<file path="config.mk">
export PLATFORM = sky130hd
export DESIGN_NAME = tds_volt
export DESIGN_NICKNAME = d
export VERILOG_FILES = /design/src/design/tds_pkg.sv /design/src/design/tds_volt.sv
export SDC_FILE = /design/constraint.sdc
export NUM_CORES = 1
export LEC_CHECK = 0
export BUFFER_PORTS_ARGS = -buffer_cell sky130_fd_sc_hd__buf_2
export CORE_MARGIN = 5
export CORE_UTILIZATION = 50
export CTS_BUF_LIST = sky130_fd_sc_hd__clkbuf_2 sky130_fd_sc_hd__clkbuf_4 sky130_fd_sc_hd__clkbuf_8
export DETAILED_ROUTE_END_ITERATION = 7
export PLACE_DENSITY = 0.66
export SLEW_MARGIN = 20
export SYNTH_ARGS = -nofsm -noshare
export SYNTH_HDL_FRONTEND = slang
export SYNTH_SLANG_ARGS = --single-unit
</file>
<file path="constraint.sdc">
create_clock -name i_clk -period 7.8 [get_ports i_clk]
set_input_delay 1.56 -clock i_clk [delete_from_list [all_inputs] [get_ports i_clk]]
set_output_delay 1.56 -clock i_clk [all_outputs]
set_load 0.05 [all_outputs]
</file>
<file path="src/design/tds_pkg.sv">
// ----------------------------------------------------------------------------
// tds_pkg: shared types and constants of the TDS ppm converter
// Fixed-point widths, polynomial coefficients, register indexes and the
// derived configuration bundle passed from the register block to the datapath.
// ----------------------------------------------------------------------------
package tds_pkg;

    // configuration port
    localparam int CFG_IDX_W  = 4;
    localparam int CFG_DATA_W = 16;
    typedef logic [CFG_IDX_W-1:0] t_cfg_index;
    localparam t_cfg_index CFG_IDX_TEMP = t_cfg_index'(0);
    localparam t_cfg_index CFG_IDX_CAL  = t_cfg_index'(1);

    // register fields
    localparam int TEMP_W = 10;
    localparam int CAL_W  = 16;
    localparam logic [TEMP_W-1:0] TEMP_RESET = 10'd250;
    localparam logic [TEMP_W-1:0] TEMP_MAX   = 10'd800;
    localparam logic [CAL_W-1:0]  CAL_ONE    = 16'd4096;
    localparam logic [CAL_W-1:0]  CAL_MAX    = 16'd40960;

    // Q.16 formats
    localparam int FRAC_W = 16;
    localparam int VOLT_W = 18;   // up to 3.3 V
    localparam int COEF_W = 18;   // 0.5 .. 2.1
    localparam int CV_W   = 19;   // up to 6.6 V

    // volts = adc * 3.3 * 2^16 / full, numerator 33 * 2^16 over 10 * full
    localparam int VOLT_NUM   = 33 * 65536;
    localparam int VOLT_NUM_W = 22;

    // coefficient = 0.5 + t / 500 in Q.16, t * 2^16 / 500 = t * 2^14 / 125
    localparam logic [COEF_W-1:0] COEF_HALF = 18'd32768;
    localparam int TEMP_SCALE_SHIFT = 14;
    localparam int TEMP_DEN         = 125;
    localparam int TEMP_RECIP_W     = 18;
    localparam int TEMP_RECIP_SHIFT = 10;
    localparam logic [TEMP_RECIP_W-1:0] TEMP_RECIP = 18'd134217;  // 2^24 / 125

    // pipelined restoring divider
    localparam int DIV_STEPS  = 2;
    localparam int DIV_STAGES = 10;
    localparam int DIV_Q_W    = DIV_STEPS * DIV_STAGES;

    // cubic
    localparam int POLY_A_W = 24;
    localparam int POLY_B_W = 24;
    localparam int POLY_C_W = 26;
    localparam logic [POLY_A_W-1:0] POLY_A = 24'd8743813;
    localparam logic [POLY_B_W-1:0] POLY_B = 24'd16768041;
    localparam logic [POLY_C_W-1:0] POLY_C = 26'd56189911;

    localparam int SQ_W    = 2 * CV_W;
    localparam int X2_W    = SQ_W - FRAC_W;
    localparam int CUBE_W  = X2_W + CV_W;
    localparam int X3_W    = CUBE_W - FRAC_W;
    localparam int TA_W    = X3_W + POLY_A_W;
    localparam int TB_W    = X2_W + POLY_B_W;
    localparam int TC_W    = CV_W + POLY_C_W;
    localparam int POS_W   = TA_W + 1;
    localparam int RAW_W   = POS_W - FRAC_W;
    localparam int CALP_W  = RAW_W + CAL_W;
    localparam int CAL_SHIFT = 28;
    localparam int PPMF_W  = CALP_W - CAL_SHIFT;

    localparam int PPM_W = 20;
    localparam logic [PPMF_W-1:0] PPM_MAX = PPMF_W'(1048575);

    typedef struct packed {
        logic [COEF_W-1:0] coef;
        logic [CAL_W-1:0]  cal;
        logic              cal_defaulted;
    } t_cfg_derived;

endpackage

</file>
<file path="src/design/tds_volt.sv">
// ----------------------------------------------------------------------------
// tds_volt: ADC code to Q.16 volts
// Three stages: reciprocal multiply, back-multiply, one-step correction that
// yields the exact truncated quotient adc * 3.3 * 2^16 / full.
// ----------------------------------------------------------------------------
module tds_volt #(
    parameter int ADC_BITS = 12
) (
    input  logic                         i_clk,
    input  logic                         i_rst_n,
    input  logic                         i_valid,
    output logic                         o_ready,
    input  logic [ADC_BITS-1:0]          i_adc,
    output logic                         o_valid,
    input  logic                         i_ready,
    output logic [tds_pkg::VOLT_W-1:0]   o_volt
);

    localparam int NUM_W = ADC_BITS + tds_pkg::VOLT_NUM_W;
    localparam int P_W   = ADC_BITS + tds_pkg::VOLT_W;
    localparam logic [63:0] FULL  = (64'd1 << ADC_BITS) - 64'd1;
    localparam logic [63:0] DEN   = 64'd10 * FULL;
    localparam logic [63:0] RECIP = (64'(tds_pkg::VOLT_NUM) << ADC_BITS) / DEN;
    localparam logic [tds_pkg::VOLT_W-1:0] RECIP_K = RECIP[tds_pkg::VOLT_W-1:0];
    localparam logic [NUM_W-1:0] DEN_N = DEN[NUM_W-1:0];
    localparam logic [NUM_W-1:0] NUM_N = NUM_W'(tds_pkg::VOLT_NUM);

    logic                        r_s1_vld, r_s2_vld, r_s3_vld;
    logic                        en1, en2, en3;

    logic [ADC_BITS-1:0]         r_s1_adc;
    logic [P_W-1:0]              r_s1_p, n_s1_p;
    logic [tds_pkg::VOLT_W-1:0]  r_s2_est, n_s2_est;
    logic [NUM_W-1:0]            r_s2_num, n_s2_num;
    logic [NUM_W-1:0]            r_s2_ed, n_s2_ed;
    logic [NUM_W-1:0]            rem;
    logic [tds_pkg::VOLT_W-1:0]  r_s3_volt, n_s3_volt;

    assign en3     = !r_s3_vld || i_ready;
    assign en2     = !r_s2_vld || en3;
    assign en1     = !r_s1_vld || en2;
    assign o_ready = en1;
    assign o_valid = r_s3_vld;
    assign o_volt  = r_s3_volt;

    always_comb begin
        n_s1_p    = P_W'(i_adc) * P_W'(RECIP_K);
        n_s2_est  = r_s1_p[ADC_BITS +: tds_pkg::VOLT_W];
        n_s2_num  = NUM_W'(r_s1_adc) * NUM_N;
        n_s2_ed   = NUM_W'(n_s2_est) * DEN_N;
        rem       = r_s2_num - r_s2_ed;
        // estimate is low by at most one
        n_s3_volt = (rem >= DEN_N) ? r_s2_est + tds_pkg::VOLT_W'(1) : r_s2_est;
    end

    always_ff @(posedge i_clk) begin
        if (!i_rst_n) begin
            r_s1_vld <= 1'b0;
            r_s2_vld <= 1'b0;
            r_s3_vld <= 1'b0;
        end else begin
            if (en1) r_s1_vld <= i_valid;
            if (en2) r_s2_vld <= r_s1_vld;
            if (en3) r_s3_vld <= r_s2_vld;
        end
    end

    always_ff @(posedge i_clk) begin
        if (en1 && i_valid) begin
            r_s1_adc <= i_adc;
            r_s1_p   <= n_s1_p;
        end
        if (en2 && r_s1_vld) begin
            r_s2_est <= n_s2_est;
            r_s2_num <= n_s2_num;
            r_s2_ed  <= n_s2_ed;
        end
        if (en3 && r_s2_vld) begin
            r_s3_volt <= n_s3_volt;
        end
    end

endmodule

</file>
Word level (Yosys, flattened, before mapping)
Cells that the tools add are included.
{ "word_totals": {"register_bits": 132, "inputBits": 16, "output_inout_bits": 20, "elab_cells": 25} }
{ "op_classes": {"n_addsub": 2, "mul": 3, "n_lt_le_gt_ge": 1, "mux": 1, "reduce_logical": 9} }
{ "ops": {"columns": ["operator", "n"], "rows": [
  ["$ge A34 B16 Y1 const B", 1],
  ["$sub A34 B34 Y34", 1],
  ["$mul A18 B15 Y33 const B", 1],
  ["$mul A12 B18 Y30 const B", 1],
  ["$add A18 B1 Y18 const B", 1],
  ["$mul A12 B6 Y18 const B", 1],
  ["$mux W18", 1],
  ["$logic_and A1 B1 Y1", 3],
  ["$logic_not A1 Y1", 3],
  ["$logic_or A1 B1 Y1", 3]
]} }

Longest topological paths before layout
{ "depth": {"depth_word": 5, "depth_mapped": 24, "mapped_depth_nobuf": 23} }

Worst setup path before layout
No wires, ideal clock.
{ "synth_timing": {"path_kind": "input to register", "start": "input port i_ready", "end": "register r_s2_ed[10], enable pin", "setup_ns": 0.598, "arrival_time_ns": 6.604, "required_ns": 7.202, "setup_slack_ns": 0.598, "stages": 2, "n_path_buf": 0, "path_cell_list": "nor2b_1 -> a21boi_0"} }
{ "synth_between": {"elab_chain_len": 3} }
{ "synth_rtl": {"columns": ["item", "line", "rtl"], "rows": [
  ["from (decl)", "tds_volt.sv:15", "input logic i_ready,"],
  ["$logic_or A1 B1 Y1", "tds_volt.sv:39", "assign en3 = !r_s3_vld || i_ready;"],
  ["$logic_or A1 B1 Y1", "tds_volt.sv:40", "assign en2 = !r_s2_vld || en3;"],
  ["$logic_and A1 B1 Y1", "tds_volt.sv:73", "if (en2 && r_s1_vld) begin"],
  ["to (signal assigned)", "tds_volt.sv:76", "r_s2_ed <= n_s2_ed;"],
  ["to (decl)", "tds_volt.sv:35", "logic [NUM_W-1:0] r_s2_ed, n_s2_ed;"]
]} }
Every way passes these cells.
A chain may end at the register's enable or synchronous reset.

Final worst setup path
{ "layout_timing": {"start": "register r_s1_p[18]", "end": "register r_s2_ed[30], data pin"} }
{ "layout_between": {"elab_chain_len": 1} }
{ "layout_rtl": {"columns": ["item", "line", "rtl"], "rows": [
  ["from (decl)", "tds_volt.sv:32", "logic [P_W-1:0] r_s1_p, n_s1_p;"],
  ["from (signal assigned)", "tds_volt.sv:71", "r_s1_p <= n_s1_p;"],
  ["$mul A18 B15 Y33", "tds_volt.sv:50", "n_s2_ed = NUM_W'(n_s2_est) * DEN_N;"],
  ["net n_s2_ed[30]", "tds_volt.sv:35", null]
]} }
The timed path passes the listed nets, and every way through them passes these cells.

==> reports/metrics.yaml <==
syn_to_final_growth_pct: 7.586
crit_fanout: 6
grt_pass1_wl_um: 48470
cp_slowest_stage_delay_ns: 0.82
regArea_um2: 3543
tns_ns: 0
start_util: 0.5034
drt_iter0_drc: 445
grt_usage: 0.1970
max-cap-violations: 0
row_count: 61
antenna_found_initial: 0
root_buffer: "clkbuf_8"
cts_resized: 0
clkTransAtPathRegs_ns: 0.09
grt-ovfl-total: 0
avgSynthCellArea_um2: 10.79
syn_nets: 1689
worstMarginPinSlew_ns: 0.8994
diodes: 0
dp_hpwl_um: 23820
tritoncts: "yes"
ant_nets: 0
skew_ns: 0.01688
syn_area_um2: 13870
clock_latency_ns: 0.46
cts_setup_buffers: 0
min_period_over_period: 0.9041
min_path_type: "flip-flop to flip-flop"
cp_cell_sequence: "inv_1, fa_1, inv_1, fa_1, inv_1, fa_1, inv_1, fa_1, fa_1, inv_1, fa_1, inv_1, ha_1, nand2_1, a211oi_1, a21oi_1, a211oi_1, nor4_1, a2111oi_0, nor4_1, o21bai_1, a21oi_1, xnor2_1"
cp_top_family: "adder cells"
final_nets: 1736
required_ns: 8.00
design_area_um2: 14920
multi_input_area_um2: 9279
finalWirelength_um: 28240
mostFrequentLayoutCell: "inv_1"
synth_cell_types: 73
fmax_mhz: 141.8
synth_edf_count: 116
instances_no_fill: 1723
clock_path_buffers: 2
rsz0062_at_grt: "no"
drtPass1Iterations: 5
status: "complete, no violations"
dp_cells: 1690
cp-end-kind: "flip-flop"
ctsHoldBuffers: 0
final_cell_mix: "inv_1 (269), ha_1 (235), fa_1 (153)"
ys_warn_count: 0
die_x_um: 176.6
hold_viol: 0
period_minus_slack_ns: 7.052
chipHeight_um: 176.6
arrival_ns: 7.25
placed_area_um2: 14500
dr_total_vias: 9076
numCtsBuffers: 17
io_pins: 36
ys_seq_area_frac: 0.2555
gp_congestion: 0.8835
dieArea_um2: 31170
clkSinkCount: 119
critPathLaunchType: "flip-flop"
core_um2: 27550
setup_viol_count_final: 0
drive_above_1_share: 0.06766
cts_max_level: 4
viasPerCell: 5.268
drcViolationCount: 0
synth_ff_type: "edfxtp_1"
crit_path_top_delay_cell: "a2111oi_0"
ys_seq_elements: 119
slew_viol_final: 0
fill_cells: 2461
path_buf_inv: 6
numPortBuffers: 35
drt-wirelength-per-cell_um: 16.39
postSynthCellCount: 1285
max_slew_margin: 0.3849
ys_async_sr_fraction: 0
worstSetupPathType: "flip-flop to flip-flop"
grt_max_degree: 69
grt_pass1_vias: 9860
hold_ws_ns: 0.4916
## Yosys cell counts (17+ instances only)
master	count	share of area
edfxtp_1	116	0.25
a21o_1	17	0.0092
fa_1	153	0.22
nor2_1	54	0.015
nand3_1	19	0.0069
ha_1	235	0.21
o21ai_0	25	0.0090
nor3_1	19	0.0069
xnor2_1	44	0.028
a21oi_1	59	0.021
xor2_1	33	0.021
nand2_1	46	0.012
inv_1	269	0.073
## final timing paths
check                                    end   startpoint  slack, ns  depth (start not counted)
worst max-delay path             r_s2_ed[30]   r_s1_p[18]       0.75                         23
worst min-delay path            r_s2_num[19]  r_s1_adc[3]       0.49                          0
worst max register to register   r_s2_ed[30]   r_s1_p[18]       0.75                         23
worst min register to register  r_s2_num[19]  r_s1_adc[3]       0.49                          0
## logic make-up (layout without fill, tap and decap cells)
family / count (synthesis) / after routing / share of synthesized area
flip-flops: 119 / 119 / 0.2555
multiplexers: 7 / 7 / 0.005232
buffers and inverters: 280 / 340 / 0.07749
AND/OR/NAND/NOR: 225 / 225 / 0.08894
AO/OA/AOI/OAI: 189 / 189 / 0.09147
XOR/XNOR: 77 / 77 / 0.04862
adder cells (fa/ha/maj): 388 / 388 / 0.4328
## layout make-up
class / count / share of cell area
Timing Repair Buffer: 39 / 0.01417
Sequential cell: 119 / 0.2374
Clock inverter: 14 / 0.01107
Inverter: 269 / 0.06766
Multi-Input combinational cell: 886 / 0.6218
Clock buffer: 18 / 0.01618
Tap cell: 378 / 0.03169
## sequential cells by signal (all words and copies together), names as in the netlist, 12 cells and up
signal    cells
o_volt       18
r_s1_adc     12
r_s1_p       18
r_s2_ed      32
r_s2_est     18
r_s2_num     18
## metal layers
metal	wire (µm)	vias to the layer above	track usage
met5	0	-	0
met1	12450	4408	0.2494
li1	-	4493	-
met3	909	34	0.03041
met4	648	0	0.05738
met2	14230	141	0.3500
## through the flow
stage                       util  setup slack [ns]
after detailed placement  0.5264            0.7952
after global placement    0.5264             1.027
after CTS                 0.5411            0.7791
after global routing      0.5416            0.3470
after floorplan                -            0.5982
final                     0.5416            0.7477
Power is not shown: default switching activity piles up to over one toggle a cycle in this logic, so the estimate is an artifact.
