===== src/design/tds_pkg.sv =====
// ----------------------------------------------------------------------------
// tds_pkg: shared types and constants of the TDS ppm converter
// Fixed-point widths, polynomial coefficients, register indexes and the
// derived configuration bundle passed from the register block to the datapath.
// ----------------------------------------------------------------------------
package tds_pkg;

    // configuration port
    localparam int CFG_IDX_W  = 4;
    localparam int CFG_DATA_W = 16;
    typedef logic [CFG_IDX_W-1:0] t_cfg_index;
    localparam t_cfg_index CFG_IDX_TEMP = t_cfg_index'(0);
    localparam t_cfg_index CFG_IDX_CAL  = t_cfg_index'(1);

    // register fields
    localparam int TEMP_W = 10;
    localparam int CAL_W  = 16;
    localparam logic [TEMP_W-1:0] TEMP_RESET = 10'd250;
    localparam logic [TEMP_W-1:0] TEMP_MAX   = 10'd800;
    localparam logic [CAL_W-1:0]  CAL_ONE    = 16'd4096;
    localparam logic [CAL_W-1:0]  CAL_MAX    = 16'd40960;

    // Q.16 formats
    localparam int FRAC_W = 16;
    localparam int VOLT_W = 18;   // up to 3.3 V
    localparam int COEF_W = 18;   // 0.5 .. 2.1
    localparam int CV_W   = 19;   // up to 6.6 V

    // volts = adc * 3.3 * 2^16 / full, numerator 33 * 2^16 over 10 * full
    localparam int VOLT_NUM   = 33 * 65536;
    localparam int VOLT_NUM_W = 22;

    // coefficient = 0.5 + t / 500 in Q.16, t * 2^16 / 500 = t * 2^14 / 125
    localparam logic [COEF_W-1:0] COEF_HALF = 18'd32768;
    localparam int TEMP_SCALE_SHIFT = 14;
    localparam int TEMP_DEN         = 125;
    localparam int TEMP_RECIP_W     = 18;
    localparam int TEMP_RECIP_SHIFT = 10;
    localparam logic [TEMP_RECIP_W-1:0] TEMP_RECIP = 18'd134217;  // 2^24 / 125

    // pipelined restoring divider
    localparam int DIV_STEPS  = 2;
    localparam int DIV_STAGES = 10;
    localparam int DIV_Q_W    = DIV_STEPS * DIV_STAGES;

    // cubic
    localparam int POLY_A_W = 24;
    localparam int POLY_B_W = 24;
    localparam int POLY_C_W = 26;
    localparam logic [POLY_A_W-1:0] POLY_A = 24'd8743813;
    localparam logic [POLY_B_W-1:0] POLY_B = 24'd16768041;
    localparam logic [POLY_C_W-1:0] POLY_C = 26'd56189911;

    localparam int SQ_W    = 2 * CV_W;
    localparam int X2_W    = SQ_W - FRAC_W;
    localparam int CUBE_W  = X2_W + CV_W;
    localparam int X3_W    = CUBE_W - FRAC_W;
    localparam int TA_W    = X3_W + POLY_A_W;
    localparam int TB_W    = X2_W + POLY_B_W;
    localparam int TC_W    = CV_W + POLY_C_W;
    localparam int POS_W   = TA_W + 1;
    localparam int RAW_W   = POS_W - FRAC_W;
    localparam int CALP_W  = RAW_W + CAL_W;
    localparam int CAL_SHIFT = 28;
    localparam int PPMF_W  = CALP_W - CAL_SHIFT;

    localparam int PPM_W = 20;
    localparam logic [PPMF_W-1:0] PPM_MAX = PPMF_W'(1048575);

    typedef struct packed {
        logic [COEF_W-1:0] coef;
        logic [CAL_W-1:0]  cal;
        logic              cal_defaulted;
    } t_cfg_derived;

endpackage


===== src/design/tds_cfg.sv =====
// ----------------------------------------------------------------------------
// tds_cfg: configuration registers and derived values
// Holds temperature and calibration, clamps the temperature, forms the Q.16
// compensation divisor and substitutes 1.0 for an out-of-range calibration.
// ----------------------------------------------------------------------------
module tds_cfg (
    input  logic                         i_clk,
    input  logic                         i_rst_n,
    input  logic                         i_cfg_valid,
    output logic                         o_cfg_ready,
    input  tds_pkg::t_cfg_index          i_cfg_index,
    input  logic [tds_pkg::CFG_DATA_W-1:0] i_cfg_data,
    output tds_pkg::t_cfg_derived        o_cfg
);

    localparam int TPROD_W  = tds_pkg::TEMP_W + tds_pkg::TEMP_RECIP_W;
    localparam int TSCALE_W = tds_pkg::TEMP_W + tds_pkg::TEMP_SCALE_SHIFT;

    logic [tds_pkg::TEMP_W-1:0] r_temp;
    logic [tds_pkg::CAL_W-1:0]  r_cal;

    logic [tds_pkg::TEMP_W-1:0] r_t_clamp, n_t_clamp;
    logic [TPROD_W-1:0]         r_t_prod, n_t_prod;
    logic [tds_pkg::CAL_W-1:0]  r_cal_eff, n_cal_eff;
    logic                       r_cal_def, n_cal_def;
    logic [tds_pkg::COEF_W-1:0] r_coef, n_coef;

    logic [tds_pkg::COEF_W-1:0] est;
    logic [TSCALE_W-1:0]        rem;

    assign o_cfg_ready = 1'b1;

    always_ff @(posedge i_clk) begin
        if (!i_rst_n) begin
            r_temp <= tds_pkg::TEMP_RESET;
            r_cal  <= tds_pkg::CAL_ONE;
        end else if (i_cfg_valid) begin
            case (i_cfg_index)
                tds_pkg::CFG_IDX_TEMP: begin
                    r_temp <= i_cfg_data[tds_pkg::TEMP_W-1:0];
                end
                tds_pkg::CFG_IDX_CAL: begin
                    r_cal <= i_cfg_data[tds_pkg::CAL_W-1:0];
                end
                default: begin
                end
            endcase
        end
    end

    always_comb begin
        n_t_clamp = (r_temp > tds_pkg::TEMP_MAX) ? tds_pkg::TEMP_MAX : r_temp;
        n_t_prod  = TPROD_W'(n_t_clamp) * TPROD_W'(tds_pkg::TEMP_RECIP);
        n_cal_def = (r_cal == '0) || (r_cal > tds_pkg::CAL_MAX);
        n_cal_eff = n_cal_def ? tds_pkg::CAL_ONE : r_cal;
    end

    // reciprocal estimate is low by at most one: fix with one compare
    always_comb begin
        est = r_t_prod[tds_pkg::TEMP_RECIP_SHIFT +: tds_pkg::COEF_W];
        rem = {r_t_clamp, {tds_pkg::TEMP_SCALE_SHIFT{1'b0}}}
            - TSCALE_W'(est) * TSCALE_W'(tds_pkg::TEMP_DEN);
        n_coef = tds_pkg::COEF_HALF + est
               + tds_pkg::COEF_W'(rem >= TSCALE_W'(tds_pkg::TEMP_DEN));
    end

    // registered: clamped temperature, product and calibration check, then the coefficient
    always_ff @(posedge i_clk) begin
        r_t_clamp <= n_t_clamp;
        r_t_prod  <= n_t_prod;
        r_cal_def <= n_cal_def;
        r_cal_eff <= n_cal_eff;
        r_coef    <= n_coef;
    end

    assign o_cfg.coef          = r_coef;
    assign o_cfg.cal           = r_cal_eff;
    assign o_cfg.cal_defaulted = r_cal_def;

endmodule


===== config.mk =====
export PLATFORM = sky130hd
export DESIGN_NAME = tds_cfg
export DESIGN_NICKNAME = d
export VERILOG_FILES = /design/src/design/tds_pkg.sv /design/src/design/tds_cfg.sv
export SDC_FILE = /design/constraint.sdc
export NUM_CORES = 1
export LEC_CHECK = 0
export BUFFER_PORTS_ARGS = -buffer_cell sky130_fd_sc_hd__buf_2
export CAP_MARGIN = 20
export CORE_ASPECT_RATIO = 0.5
export CORE_UTILIZATION = 25
export CTS_BUF_LIST = sky130_fd_sc_hd__clkbuf_8
export DETAILED_ROUTE_END_ITERATION = 10
export GPL_ROUTABILITY_DRIVEN = 0
export HOLD_SLACK_MARGIN = 0.05
export PLACE_DENSITY = 0.49
export SLEW_MARGIN = 25
export SYNTH_ARGS = -nofsm -noshare
export SYNTH_HDL_FRONTEND = slang
export SYNTH_SLANG_ARGS = --single-unit

===== constraint.sdc =====
create_clock -name i_clk -period 15.2 [get_ports i_clk]
set_clock_uncertainty 0.05 [all_clocks]
set_input_delay 4.56 -clock i_clk [delete_from_list [all_inputs] [get_ports i_clk]]
set_output_delay 4.56 -clock i_clk [all_outputs]
set_load 0.02 [all_outputs]

* Word-level counts from Yosys, hierarchy flattened
Index checks and enable logic that the tools add are counted.
** Operators by class
- Reduce and logical (&&, ||, !) cells :: 5
- Bitwise gates (word level) :: 0
- Divide/modulo/power cells :: 0
- Eq/ne operators :: 1
- Add/sub/neg operators :: 3
- Shift-type cells :: 0
- Multiplexer cells :: 1
- Order comparisons :: 3
- Multiply operators :: 2
** Operator list (number)
- $mul 10x18->28 const B :: 1
- $ge 24x7->1 const B :: 1
- $mul 18x7->24 const B :: 1
- $sub 24x24->24 :: 1
- $add 16x18->18 const A :: 1
- $add 18x1->18 :: 1
- $gt 16x16->1 const B :: 1
- $logic_not 16->1 :: 1
- $gt 10x10->1 const B :: 1
- $mux 10 :: 1
- $eq 4x1->1 const B :: 1
- $logic_not 4->1 :: 1
- $reduce_and 2->1 :: 2
- $logic_or 1x1->1 :: 1
** Storage, ports and cells
- Memories :: 0
- Register bits :: 99
- Output and inout bits :: 36
- Bits in writable memories :: 0
- ROM bits :: 0
- Input port bits :: 23
- Latch bits :: 0

* Depth between registers and ports, before layout
- Word-level depth :: 4
- Gate-level depth with buffers :: 27
- Mapped depth without buffers :: 27

* Worst setup path after synthesis
Ideal clock, no wire load.
- Path type :: reg2reg
- Start :: register r_t_prod[13]
- End :: register r_coef[16] (netlist name)
- Stages on the path, launching flop included :: 25
- Arrival :: 6.082 ns
- Slack :: 8.996 ns
- Clock period less this slack :: 6.204 ns
- Buffers on the path :: 1
- Cell sequence :: dfxtp_1 inv_1 fa_1 fa_1 inv_1 fa_1 fa_1 inv_1 ha_1 clkbuf_1 a211o_1 o32a_4 a21o_1 a31oi_1 nand4_1 a2111oi_2 nand4_1 or4_1 ha_1 ha_1 nand3_1 nor2_1 and3_1 a31oi_1 xnor2_1
** Between the ends
- Longest elaborated chain between the ends :: 4
- Elaborated cells on any way between the ends :: 5
- Classes of those cells :: 3 x add/sub; 1 x mul; 1 x order compare
** RTL lines
- start, declared :: line tds_cfg.sv:23 : logic [TPROD_W-1:0] r_t_prod, n_t_prod;
- start signal, assigned :: line tds_cfg.sv:70 : r_t_prod <= n_t_prod;
- $mul 18x7->24 :: line tds_cfg.sv:62 : - TSCALE_W'(est) * TSCALE_W'(tds_pkg::TEMP_DEN);
- $sub 24x24->24 :: line tds_cfg.sv:62
- $ge 24x7->1 :: line tds_cfg.sv:64 : + tds_pkg::COEF_W'(rem >= TSCALE_W'(tds_pkg::TEMP_DEN));
- $add 18x1->18 (*) :: line tds_cfg.sv:64
- named net n_coef (one bit) :: line tds_cfg.sv:26 : logic [tds_pkg::COEF_W-1:0] r_coef, n_coef;
- end signal, assigned :: line tds_cfg.sv:73 : r_coef <= n_coef;
- end, declared :: line tds_cfg.sv:26
The timed path passes the listed nets; every way through them passes the cells marked *.
A chain may end at the register's enable or synchronous reset.

* Worst setup path after layout
- Start :: register r_t_prod[25]
- End :: register r_coef[16] (netlist name)
The elaborated chain is that of the path after synthesis.

==> results.ini <==
[outcome]
outcome=finished, final reports clean

[synthesis]
syn_avg_cell_area_sq_um=9.43
synthArstFlopShare_pct=0
synth_ff_type=dfxtp_1
synth.distinct_cells=61
syn-cell-area_sq_mm=0.00868
syn-num-nets=1197
synth-edff-count=0
synth_seq_cells=89
syn_inst=920
ys_warn_count=0
seq_area_frac_synth_pct=20.5

[floorplan]
rows=47
core_sq_mm=0.0336
die_w_microns=266
fp.dieH_microns=134
die-area_sq_mm=0.0355
start_util_pct=25.8
ios=59

[cts]
cts_tree=yes
root_buffer=clkbuf_8
numCtsBuffers=9
clock_path_buffers=2
cts_hold_buf=0
cts.repair.resized=0
clk_pin_slew_ps=100
cts_setup_buffers=0
clkLatencyLatePin_ps=370
cts.sink_count=89
h-tree-depth=3

[worst_setup_path]
reg2reg_to=r_coef[16]
path_class=reg2reg
crit_path_end_kind=flop
endpoint=r_coef[16]
critPathMaxFanout=8
critPathLaunchType=flop
crit_arrival_ps=7060
crit-reg2reg-launch=r_t_prod[25]
r2r_slack_ps=8390
required_ps=15450
cp-startpoint=r_t_prod[25]
reg2reg_depth=25

[timing]
finalSetupTns_ps=0
hold_viol_final=0
tightest_slew_ps=919
fin_crit_sh_pct=44.8
max_slew_margin_pct=38.6
max_freq_mhz=147
period_minus_slack_ps=6810
rsz0062_at_grt=false
setup_viol=0
drv_slew=0

[finish]
layout_common_cells=inv_1, ha_1, dfxtp_1
nets=1253
mostFrequentLayoutCell=inv_1
antenna_cells=0
area_growth_pct=12.4
drive_gt1_share_pct=9.38

[routing]
via_per_inst=4.09
routedWlPerCell_microns=12.0
vias=5917
firstDrtPassIters=4
drc=0
drtIter0Drc=191
drt_wl_total_microns=17400
final_antenna_net_count=0

[place]
port_buffers=57
place_hpwl_microns=15000

[global_routing]
grt_max_degree=27
grtUsageTotal_pct=10.3
grt_pass1_vias=6198
antenna_found_initial=0
grt_first_pass_wirelength_microns=29900
overflow=0

[hold_path]
hold_path_class=reg2reg

[run]
drv_cap=0

final cells by class:
| class | instances | area, sq um |
|---|---|---|
| clock buffer | 10 | 138 |
| clock inverter | 6 | 119 |
| fill | 3598 | 23900 |
| inverter | 222 | 833 |
| multi-input combinational | 595 | 6000 |
| sequential | 89 | 1780 |
| tap | 465 | 582 |
| timing repair buffer | 59 | 300 |
worst max-delay path, stage by stage, from the launching register on:
cell	delay [ps]
dfxtp_1	490
inv_1	270
fa_1	540
fa_1	510
inv_1	50
fa_1	450
fa_1	520
inv_1	40
ha_1	370
inv_2	80
a222oi_1	300
o2111ai_1	180
a221oi_2	190
o2111ai_1	160
nor4_2	240
nand4_1	140
a2111oi_2	220
nand4_1	120
or4_1	550
ha_1	250
ha_1	230
nand3_1	120
nor2_1	90
and3_1	250
a31oi_1	210
xnor2_1	140
metal layers:
metal  part of all wire (%)  wire length [microns]  up-vias  track usage (%)
met2                     48                   8260       52             18.0
met3                    2.1                    370       19             1.70
met1                     49                   8540     2848             13.4
li1                       -                      -     2998                -
met5                      0                      0        -                0
met4                    1.2                    210        0             2.38
sequential cells by signal, indices dropped and copies added, names as in the netlist:
signal     count
r_temp        10
r_t_prod      21
r_t_clamp      7
r_cal_def      1
r_cal         16
r_cal_eff     16
r_coef        18
cell families (layout without fill, tap and decap cells):
group,after synthesis,in the layout,synth area share (%)
simple gates,185,185,11.1
mux,21,21,2.44
buf+inv,236,297,10.3
other cells,1,1,0.0432
fa+ha+maj,254,254,44.1
compound gates,94,94,7.54
flops,89,89,20.5
xor+xnor,40,40,4.04
metrics by stage:
step           cells  instance area, sq um  hold slack (ps)  setup WS [ps]  utilization (%)
3_5_place_dp    1430                  9500              402           8340             28.2
3_3_place_gp    1430                  9500              403           8440             28.2
5_1_grt         1446                  9760              456           7860             29.0
4_1_cts         1446                  9760              428           8310             29.0
6_report        1446                  9760              423           8390             29.0
2_1_floorplan    920                  8680              382           9000                -
cell usage after synthesis (9+ instances only):
library cell | number | share of area [%]
inv_1 | 220 | 9.5
dfxtp_1 | 89 | 21
o21ai_0 | 9 | 0.52
nand2_1 | 56 | 2.4
nand3_1 | 12 | 0.69
fa_1 | 86 | 20
a21oi_1 | 27 | 1.6
mux2i_1 | 20 | 2.3
clkbuf_1 | 11 | 0.48
ha_1 | 168 | 24
xnor2_1 | 34 | 3.4
nor2b_1 | 36 | 2.6
nor2_1 | 30 | 1.3
worst min-delay path by stage:
| stage | end | start | cells after the start | slack (ps) |
|---|---|---|---|---|
| finish | r_temp[4] | r_temp[4] | 2 | 420 |
| global route | r_cal_eff[4] | r_cal[4] | 1 | 460 |
| CTS | r_temp[4] | r_temp[4] | 2 | 430 |
| detailed placement | r_temp[4] | r_temp[4] | 2 | 400 |
| global placement | r_temp[4] | r_temp[4] | 2 | 400 |
| floorplan | r_temp[4] | r_temp[4] | 2 | 380 |
Power is not shown: default switching activity piles up to over one toggle a cycle in this logic, so the estimate is an artifact.
