### src/design/tds_pkg.sv
// ----------------------------------------------------------------------------
// tds_pkg: shared types and constants of the TDS ppm converter
// Fixed-point widths, polynomial coefficients, register indexes and the
// derived configuration bundle passed from the register block to the datapath.
// ----------------------------------------------------------------------------
package tds_pkg;

    // configuration port
    localparam int CFG_IDX_W  = 4;
    localparam int CFG_DATA_W = 16;
    typedef logic [CFG_IDX_W-1:0] t_cfg_index;
    localparam t_cfg_index CFG_IDX_TEMP = t_cfg_index'(0);
    localparam t_cfg_index CFG_IDX_CAL  = t_cfg_index'(1);

    // register fields
    localparam int TEMP_W = 10;
    localparam int CAL_W  = 16;
    localparam logic [TEMP_W-1:0] TEMP_RESET = 10'd250;
    localparam logic [TEMP_W-1:0] TEMP_MAX   = 10'd800;
    localparam logic [CAL_W-1:0]  CAL_ONE    = 16'd4096;
    localparam logic [CAL_W-1:0]  CAL_MAX    = 16'd40960;

    // Q.16 formats
    localparam int FRAC_W = 16;
    localparam int VOLT_W = 18;   // up to 3.3 V
    localparam int COEF_W = 18;   // 0.5 .. 2.1
    localparam int CV_W   = 19;   // up to 6.6 V

    // volts = adc * 3.3 * 2^16 / full, numerator 33 * 2^16 over 10 * full
    localparam int VOLT_NUM   = 33 * 65536;
    localparam int VOLT_NUM_W = 22;

    // coefficient = 0.5 + t / 500 in Q.16, t * 2^16 / 500 = t * 2^14 / 125
    localparam logic [COEF_W-1:0] COEF_HALF = 18'd32768;
    localparam int TEMP_SCALE_SHIFT = 14;
    localparam int TEMP_DEN         = 125;
    localparam int TEMP_RECIP_W     = 18;
    localparam int TEMP_RECIP_SHIFT = 10;
    localparam logic [TEMP_RECIP_W-1:0] TEMP_RECIP = 18'd134217;  // 2^24 / 125

    // pipelined restoring divider
    localparam int DIV_STEPS  = 2;
    localparam int DIV_STAGES = 10;
    localparam int DIV_Q_W    = DIV_STEPS * DIV_STAGES;

    // cubic
    localparam int POLY_A_W = 24;
    localparam int POLY_B_W = 24;
    localparam int POLY_C_W = 26;
    localparam logic [POLY_A_W-1:0] POLY_A = 24'd8743813;
    localparam logic [POLY_B_W-1:0] POLY_B = 24'd16768041;
    localparam logic [POLY_C_W-1:0] POLY_C = 26'd56189911;

    localparam int SQ_W    = 2 * CV_W;
    localparam int X2_W    = SQ_W - FRAC_W;
    localparam int CUBE_W  = X2_W + CV_W;
    localparam int X3_W    = CUBE_W - FRAC_W;
    localparam int TA_W    = X3_W + POLY_A_W;
    localparam int TB_W    = X2_W + POLY_B_W;
    localparam int TC_W    = CV_W + POLY_C_W;
    localparam int POS_W   = TA_W + 1;
    localparam int RAW_W   = POS_W - FRAC_W;
    localparam int CALP_W  = RAW_W + CAL_W;
    localparam int CAL_SHIFT = 28;
    localparam int PPMF_W  = CALP_W - CAL_SHIFT;

    localparam int PPM_W = 20;
    localparam logic [PPMF_W-1:0] PPM_MAX = PPMF_W'(1048575);

    typedef struct packed {
        logic [COEF_W-1:0] coef;
        logic [CAL_W-1:0]  cal;
        logic              cal_defaulted;
    } t_cfg_derived;

endpackage

### src/design/tds_div.sv
// ----------------------------------------------------------------------------
// tds_div: pipelined restoring divider for temperature compensation
// Computes floor(v * 2^16 / coef), a fixed number of quotient bits per stage,
// with per-stage valid bits and bubble-collapsing stall.
// ----------------------------------------------------------------------------
module tds_div (
    input  logic                         i_clk,
    input  logic                         i_rst_n,
    input  logic                         i_valid,
    output logic                         o_ready,
    input  logic [tds_pkg::VOLT_W-1:0]   i_volt,
    input  logic [tds_pkg::COEF_W-1:0]   i_coef,
    output logic                         o_valid,
    input  logic                         i_ready,
    output logic [tds_pkg::CV_W-1:0]     o_cv
);

    localparam int S     = tds_pkg::DIV_STAGES;
    localparam int Q_W   = tds_pkg::DIV_Q_W;
    localparam int R_W   = tds_pkg::COEF_W;
    localparam int N_W   = tds_pkg::VOLT_W + tds_pkg::FRAC_W;

    logic [S-1:0]   r_vld;
    logic [S-1:0]   src_vld;
    logic [S:0]     en;
    logic [R_W-1:0] r_rem  [S];
    logic [Q_W-1:0] r_quo  [S];
    logic [Q_W-1:0] r_bits [S];
    logic [R_W-1:0] n_rem  [S];
    logic [Q_W-1:0] n_quo  [S];
    logic [Q_W-1:0] n_bits [S];
    logic [R_W-1:0] src_rem  [S];
    logic [Q_W-1:0] src_quo  [S];
    logic [Q_W-1:0] src_bits [S];
    logic [N_W-1:0] dividend;

    assign dividend = {i_volt, {tds_pkg::FRAC_W{1'b0}}};
    assign src_vld  = {r_vld[S-2:0], i_valid};

    always_comb begin
        // quotient fits in Q_W bits, so the top part is below the divisor
        src_rem[0]  = R_W'(dividend[N_W-1:Q_W]);
        src_quo[0]  = '0;
        src_bits[0] = dividend[Q_W-1:0];
        for (int s = 1; s < S; s++) begin
            src_rem[s]  = r_rem[s-1];
            src_quo[s]  = r_quo[s-1];
            src_bits[s] = r_bits[s-1];
        end
    end

    always_comb begin
        logic [R_W-1:0] rem;
        logic [Q_W-1:0] quo;
        logic [Q_W-1:0] bits;
        logic [R_W:0]   trial;
        for (int s = 0; s < S; s++) begin
            rem  = src_rem[s];
            quo  = src_quo[s];
            bits = src_bits[s];
            for (int j = 0; j < tds_pkg::DIV_STEPS; j++) begin
                trial = {rem, bits[Q_W-1]};
                bits  = {bits[Q_W-2:0], 1'b0};
                if (trial >= {1'b0, i_coef}) begin
                    rem = R_W'(trial - {1'b0, i_coef});
                    quo = {quo[Q_W-2:0], 1'b1};
                end else begin
                    rem = trial[R_W-1:0];
                    quo = {quo[Q_W-2:0], 1'b0};
                end
            end
            n_rem[s]  = rem;
            n_quo[s]  = quo;
            n_bits[s] = bits;
        end
    end

    always_comb begin
        en[S] = i_ready;
        for (int s = S - 1; s >= 0; s--) begin
            en[s] = !r_vld[s] || en[s+1];
        end
    end

    always_ff @(posedge i_clk) begin
        if (!i_rst_n) begin
            r_vld <= '0;
        end else begin
            for (int s = 0; s < S; s++) begin
                if (en[s]) r_vld[s] <= src_vld[s];
            end
        end
    end

    always_ff @(posedge i_clk) begin
        for (int s = 0; s < S; s++) begin
            if (en[s] && src_vld[s]) begin
                r_rem[s]  <= n_rem[s];
                r_quo[s]  <= n_quo[s];
                r_bits[s] <= n_bits[s];
            end
        end
    end

    assign o_ready = en[0];
    assign o_valid = r_vld[S-1];
    assign o_cv    = r_quo[S-1][tds_pkg::CV_W-1:0];

endmodule

### config.mk
export PLATFORM = sky130hd
export DESIGN_NAME = tds_div
export DESIGN_NICKNAME = d
export VERILOG_FILES = /design/src/design/tds_pkg.sv /design/src/design/tds_div.sv
export SDC_FILE = /design/constraint.sdc
export NUM_CORES = 1
export LEC_CHECK = 0
export BUFFER_PORTS_ARGS = -buffer_cell sky130_fd_sc_hd__buf_2
export CAP_MARGIN = 20
export CORE_UTILIZATION = 49
export DETAILED_ROUTE_END_ITERATION = 10
export GPL_ROUTABILITY_DRIVEN = 0
export SLEW_MARGIN = 20
export SYNTH_ARGS = -nofsm -noshare
export SYNTH_HDL_FRONTEND = slang
export SYNTH_SLANG_ARGS = --single-unit
export TNS_END_PERCENT = 30
### constraint.sdc
create_clock -name i_clk -period 11.2 [get_ports i_clk]
set_input_delay 1.12 -clock i_clk [delete_from_list [all_inputs] [get_ports i_clk]]
set_output_delay 1.12 -clock i_clk [all_outputs]
set_load 0.02 [all_outputs]
==> Yosys cells after proc, flatten, opt, wreduce, memory -nomap -nowiden <==
Memory sizes are Yosys's and may differ from the RTL's.
Cells that the tools add are included.
{ "op_classes": {"n_addsub": 20, "magnitude_cmp": 20, "mux": 60, "n_reduce_logical": 30} }
{ "op_table": {"columns": ["cell", "n"], "rows": [
  ["$ge 19x18->1", 19],
  ["$mux 18", 20],
  ["$sub 18x18->18", 19],
  ["$mux 1", 40],
  ["$ge 15x18->1", 1],
  ["$sub 15x18->18", 1],
  ["$logic_and 1x1->1", 10],
  ["$logic_not 1->1", 10],
  ["$logic_or 1x1->1", 10]
]} }
{ "totals": {"regBits": 10, "mem_bits_rw": 560, "in_bits": 40, "output_inout_bits": 21, "wordCells": 143, "mem_count": 3} }
{ "memory_table": {"columns": ["memory", "words", "word_bits", "rd", "rd_ports_with_merged_regs", "write_ports", "line", "text"], "rows": [
  ["r_quo", 10, 20, 10, 0, 10, "tds_div.sv:27", "logic [Q_W-1:0] r_quo [S];"],
  ["r_bits", 10, 18, 9, 0, 10, "tds_div.sv:28", "logic [Q_W-1:0] r_bits [S];"],
  ["r_rem", 10, 18, 9, 0, 10, "tds_div.sv:26", "logic [R_W-1:0] r_rem [S];"]
]} }

==> Depth between registers and ports, before layout <==
{ "depth": {"depth_word": 14, "mapped_depth": 26, "depth_no_buf": 23} }

==> Worst setup path after synthesis <==
OpenSTA, ideal clock, no wires.
{ "synth_path": {"path_kind": "input-to-reg", "startpoint": "input port i_coef[1] (netlist bit)", "endpoint": "memory r_rem[1][10] (netlist bit) (data pin)", "setup_ns": 0.260, "t_arrival_ns": 6.863, "required_time_ns": 10.940, "setup_slack_ns": 4.078, "stages": 25, "n_path_buf": 4, "path_cell_list": "clkbuf_1 -> inv_1 -> ha_1 -> nor2b_1 -> o31ai_2 -> a21oi_1 -> a311oi_2 -> nand2_1 -> a31oi_1 -> buf_4 -> clkbuf_1 -> nor2_1 -> a21oi_1 -> inv_1 -> ha_1 -> nand2_1 -> o21ai_1 -> a211oi_2 -> o21ai_1 -> or3_1 -> a31oi_2 -> a21oi_1 -> a211oi_4 -> buf_6 -> mux2_2"} }
{ "synth_rtl": {"columns": ["item", "line", "text"], "rows": [
  ["start: declaration", "tds_div.sv:12", "input logic [tds_pkg::COEF_W-1:0] i_coef,"],
  ["end: declaration", "tds_div.sv:26", null]
]} }

==> results.txt <==
The largest fanout of any net on the critical path is 29. The cell depth of the worst hold path came out at 0. Global routing consumed, on the met3 layer, 2.89% of the routing resources. The detailed-placement wirelength estimate is 55200 µm. The number of global-route vias before repair came out at 22100. The vias after detailed routing is roughly 23000. The minimum clock period after layout is approximately 7.5 ns. The met1 track demand over resource in global routing came out at 34.6%.

The worst hold path belongs to the class reg2reg. The area added between synthesis and finish is 9.49%. The post-synthesis area per instance is 9.52 µm².

On the final layout, the worst clock skew is 0.0196 ns. The number of flip-flops and latches in the synthesized netlist is roughly 270. The number of buffers between clock root and the deepest sink came out at 3.

Together, buffers and inverters on the worst path number 4. TritonCTS built the clock tree. Once placement completed, the tool counted placed cells totaling 3698.

The total wirelength of the detailed-routed design is 74100 µm. The count of max-cap constraint violations came out at 0. The top flip-flop cell by instance count after synthesis is sky130_fd_sc_hd__edfxtp_1.

Tracing the worst setup path back leads to its startpoint at i_coef[1]. The post-route netlist has 14.1% of its cells at a drive strength greater than 1. The max-slew headroom at the worst pin is 30.9%.

The sequential standard cell area is 0.00813 mm². The peak supply drop is 0.183 mV. The number of fillers in the final layout is 4910. The post-detailed-route via-to-cell ratio is 6.04. The number of H-tree levels is 2. The endpoint kind of the worst setup timing path is a register. The final cell count without fillers is 3765. The peak clock frequency supported by timing came out at 134 MHz.

The count of nets after finishing came out at 3390. The worst setup path is launched from a primary input. The worst register-to-register path has a depth of 19.

After synthesis, the most frequently instantiated cells are sky130_fd_sc_hd__ha_1, sky130_fd_sc_hd__a21oi_1, sky130_fd_sc_hd__edfxtp_1. In this design, the stage delay of the slowest critical-path cell is approximately 0.87 ns. Of all cell types, the one taking the most synthesized area is sky130_fd_sc_hd__edfxtp_1. The critical path start-end classification is in2reg. The total stage count of the critical path came out at 21. Clock tree synthesis selected as its root buffer the cell sky130_fd_sc_hd__clkbuf_16. The first global-routing pass estimated 118000 µm of wire. The count of hold buffers inserted by post-cts repair came out at 0.

The power consumption came out at about 5.3 mW. The number of I/O pins is 61. The gate count after technology mapping is between 2000 and 3000.

The data arrival time of the worst path is 7.77 ns. The routed length per instance came out at 19.7 µm. The Yosys warning count came out at 0.

The startpoint identified for the worst hold timing path is r_quo[3][5]. The starting utilization of the core area is about 50%. In this run the remaining antenna-violating nets after routing total 0. During placement, the flow inserted port buffers numbering 60. The cell area after placement came out at about 0.029 mm². The portion of synthesized cell area occupied by the leading cell type came out at 28.7%. The number of standard-cell rows in the floorplan is 86.

The total track usage came out at 25.9%. The sum of negative setup slack came out at 0 ns. The number of buffers inserted during clock tree synthesis is 36.

The flow ran to the end, and the final reports show no timing, DRC or antenna violations. The total standard cell area after synthesis is about 0.028 mm². The final setup violation count came out at 0.

The first detailed-routing pass ran for 5 iterations. The async set-reset flop share out of synthesis is 0%. The initial antenna violation count is 1.

The leakage component of the power is 12.2 nW. In the routed design, unresolved DRC markers number 0. The post-route worst hold slack is 0.415 ns.

The required time reported for the critical path endpoint came out at 11.50 ns. The slowest library cell on the worst path is sky130_fd_sc_hd__a21boi_2. The post-CTS clock slew at the launch and capture registers of the worst setup and hold paths is 0.06 ns. For the pin with the worst max-slew slack, the measured transition is 1.01 ns. The clock latency on the worst-skew pair is 0.56 ns.

After global routing the overflow that remains totals 0. The number of synthesized flops with an enable pin came out at ~260. The net count after synthesis is 3305. The die span in y is 240 µm. The final period utilization came out at 66.7%. The post-route standard cell area excluding fillers is just over 0.03 mm².

The worst reg2reg path startpoint is r_rem[0][0]. The number of DRC violations after detailed-routing iteration 0 came out at 1697. The number of cells upsized or downsized after cts came out at 0. The count of endpoints failing hold in the final timing report came out at 0. The global-route met2 utilization came out at 44.0%. Yosys mapped the design onto 100 distinct sky130hd cell types.

The total power per unit cell area came out at 177 mW/mm². The total area of multi-input combinational cells came out at between 0.015 and 0.02 mm². The count of buffers added by post-CTS timing repair for setup came out at 0. The number of pins with negative max-slew slack in the final report is 0. The area of the placeable core came out at 0.0554 mm². The number of sinks on the clock net is 274.

Entering global routing, the biggest net connects 36 pins. The die covers ~0.057 mm². The layer flagged by global routing as most heavily used is met2.

Setup repair after global routing left no endpoint under its margin. By instance count, the leading cell after synthesis is sky130_fd_sc_hd__ha_1. The horizontal extent of the die is 240 µm.

The dominant delay contributor by cell family on the critical path is compound AO/OA/AOI/OAI gates. The sequential cell area fraction in the yosys report came out at 29.4%. In the post-synthesis netlist, the biggest area contributors are sky130_fd_sc_hd__edfxtp_1, sky130_fd_sc_hd__ha_1, sky130_fd_sc_hd__mux2_2, sky130_fd_sc_hd__xnor2_1, sky130_fd_sc_hd__a21oi_1. Traced cell by cell, the critical path runs through buf_2 -> inv_1 -> buf_4 -> ha_1 -> nor2b_1 -> o31a_1 -> o211ai_1 -> or3b_1 -> a41oi_1 -> o21ai_2 -> buf_4 -> mux2_2 -> ha_1 -> nand2_1 -> nor2_1 -> and3_1 -> a211oi_1 -> o21ai_0 -> a31oi_1 -> a21boi_2 -> mux2_2.
[cell type report]
cell class,count,area share (%)
inverters,103,1.28
diodes,1,0.00827
multi-input cells,2473,62.6
repair buffers,101,2.12
well taps,748,3.09
clock inverters,18,0.790
flip-flops and latches,274,26.9
clock buffers,47,3.29
[state kept, by name, indices dropped and copies added (netlist names)]
register and count:
r_bits 2, r_quo 100, r_rem 162, r_vld 10
[logic make-up after synthesis]
kind of cell | Yosys count | share of synthesized area (%)
flops | 274 | 29.4
mux | 224 | 9.23
buf+inv | 157 | 2.44
fa+ha+maj | 361 | 16.7
xor+xnor | 259 | 8.21
simple gates | 747 | 13.3
compound gates | 882 | 20.7
[path summary, 6_finish.rpt]
path	end	slack, ns
max	r_rem[8][2]	3.73
min	r_quo[4][7]	0.42
min reg2reg	r_quo[4][7]	0.42
max reg2reg	r_rem[1][8]	4.65
[worst register-to-register path, stage by stage, from the launching register on]
cell and delay, ns:
sky130_fd_sc_hd__edfxtp_1 0.45, sky130_fd_sc_hd__ha_1 0.36, sky130_fd_sc_hd__nor2b_1 0.17, sky130_fd_sc_hd__o31ai_2 0.31, sky130_fd_sc_hd__a21oi_1 0.21, sky130_fd_sc_hd__a311oi_2 0.49, sky130_fd_sc_hd__nand2_1 0.12, sky130_fd_sc_hd__a31oi_2 0.17
sky130_fd_sc_hd__buf_4 0.31, sky130_fd_sc_hd__mux2_2 0.41, sky130_fd_sc_hd__ha_1 0.34, sky130_fd_sc_hd__a21oi_1 0.15, sky130_fd_sc_hd__o21ai_1 0.15, sky130_fd_sc_hd__a211oi_2 0.45, sky130_fd_sc_hd__o21ai_1 0.17, sky130_fd_sc_hd__or3_1 0.34
sky130_fd_sc_hd__a31oi_2 0.26, sky130_fd_sc_hd__a21oi_1 0.15, sky130_fd_sc_hd__a211oi_4 0.86, sky130_fd_sc_hd__mux2_2 0.44
[layer usage]
layer / up-vias / share of wire [%]
met1: 10900 / 46
met2: 546 / 47
li1: 11200 / -
met3: 117 / 4.4
met5: - / 0
met4: 0 / 2.5
[through the flow]
step                setup WS (ns)  util, %
floorplan                    4.08        -
global placement             3.45     52.3
detailed placement           3.23     52.3
CTS                          3.80     54.5
global route                 3.31     54.6
finish                       3.73     54.6
[report_power, final]
| group | switching (mW) | internal [mW] |
|---|---|---|
| Sequential | 0.0389 | 1.30 |
| Combinational | 1.47 | 1.32 |
| Clock | 0.472 | 0.746 |
| Total | 1.98 | 3.36 |
[layout by cell type, fill, tap and decap left out, types with 19 or more instances in the layout]
master                      Yosys  routed
sky130_fd_sc_hd__ha_1         349     349
sky130_fd_sc_hd__a21oi_1      278     278
sky130_fd_sc_hd__edfxtp_1     264     264
sky130_fd_sc_hd__nor2_1       211     211
sky130_fd_sc_hd__xnor2_1      195     195
sky130_fd_sc_hd__mux2_2       191     191
sky130_fd_sc_hd__o21ai_0      163     163
sky130_fd_sc_hd__nand2_1      157     157
sky130_fd_sc_hd__a21o_1       102     102
sky130_fd_sc_hd__inv_1        101     101
sky130_fd_sc_hd__nor3_1        65      65
sky130_fd_sc_hd__xor2_1        64      64
sky130_fd_sc_hd__o21a_1        63      63
sky130_fd_sc_hd__buf_2         13      60
sky130_fd_sc_hd__nand3_1       50      50
sky130_fd_sc_hd__o21bai_1      49      49
sky130_fd_sc_hd__nor2b_1       51      46
sky130_fd_sc_hd__nand2b_1      44      44
sky130_fd_sc_hd__buf_4          4      39
sky130_fd_sc_hd__clkbuf_16      0      38
sky130_fd_sc_hd__nand4_1       36      36
sky130_fd_sc_hd__a211oi_1      35      35
sky130_fd_sc_hd__and3_1        29      29
sky130_fd_sc_hd__a31oi_1       32      29
sky130_fd_sc_hd__or3_1         19      19
No activity file was read; power rests on OpenSTA's default activity.
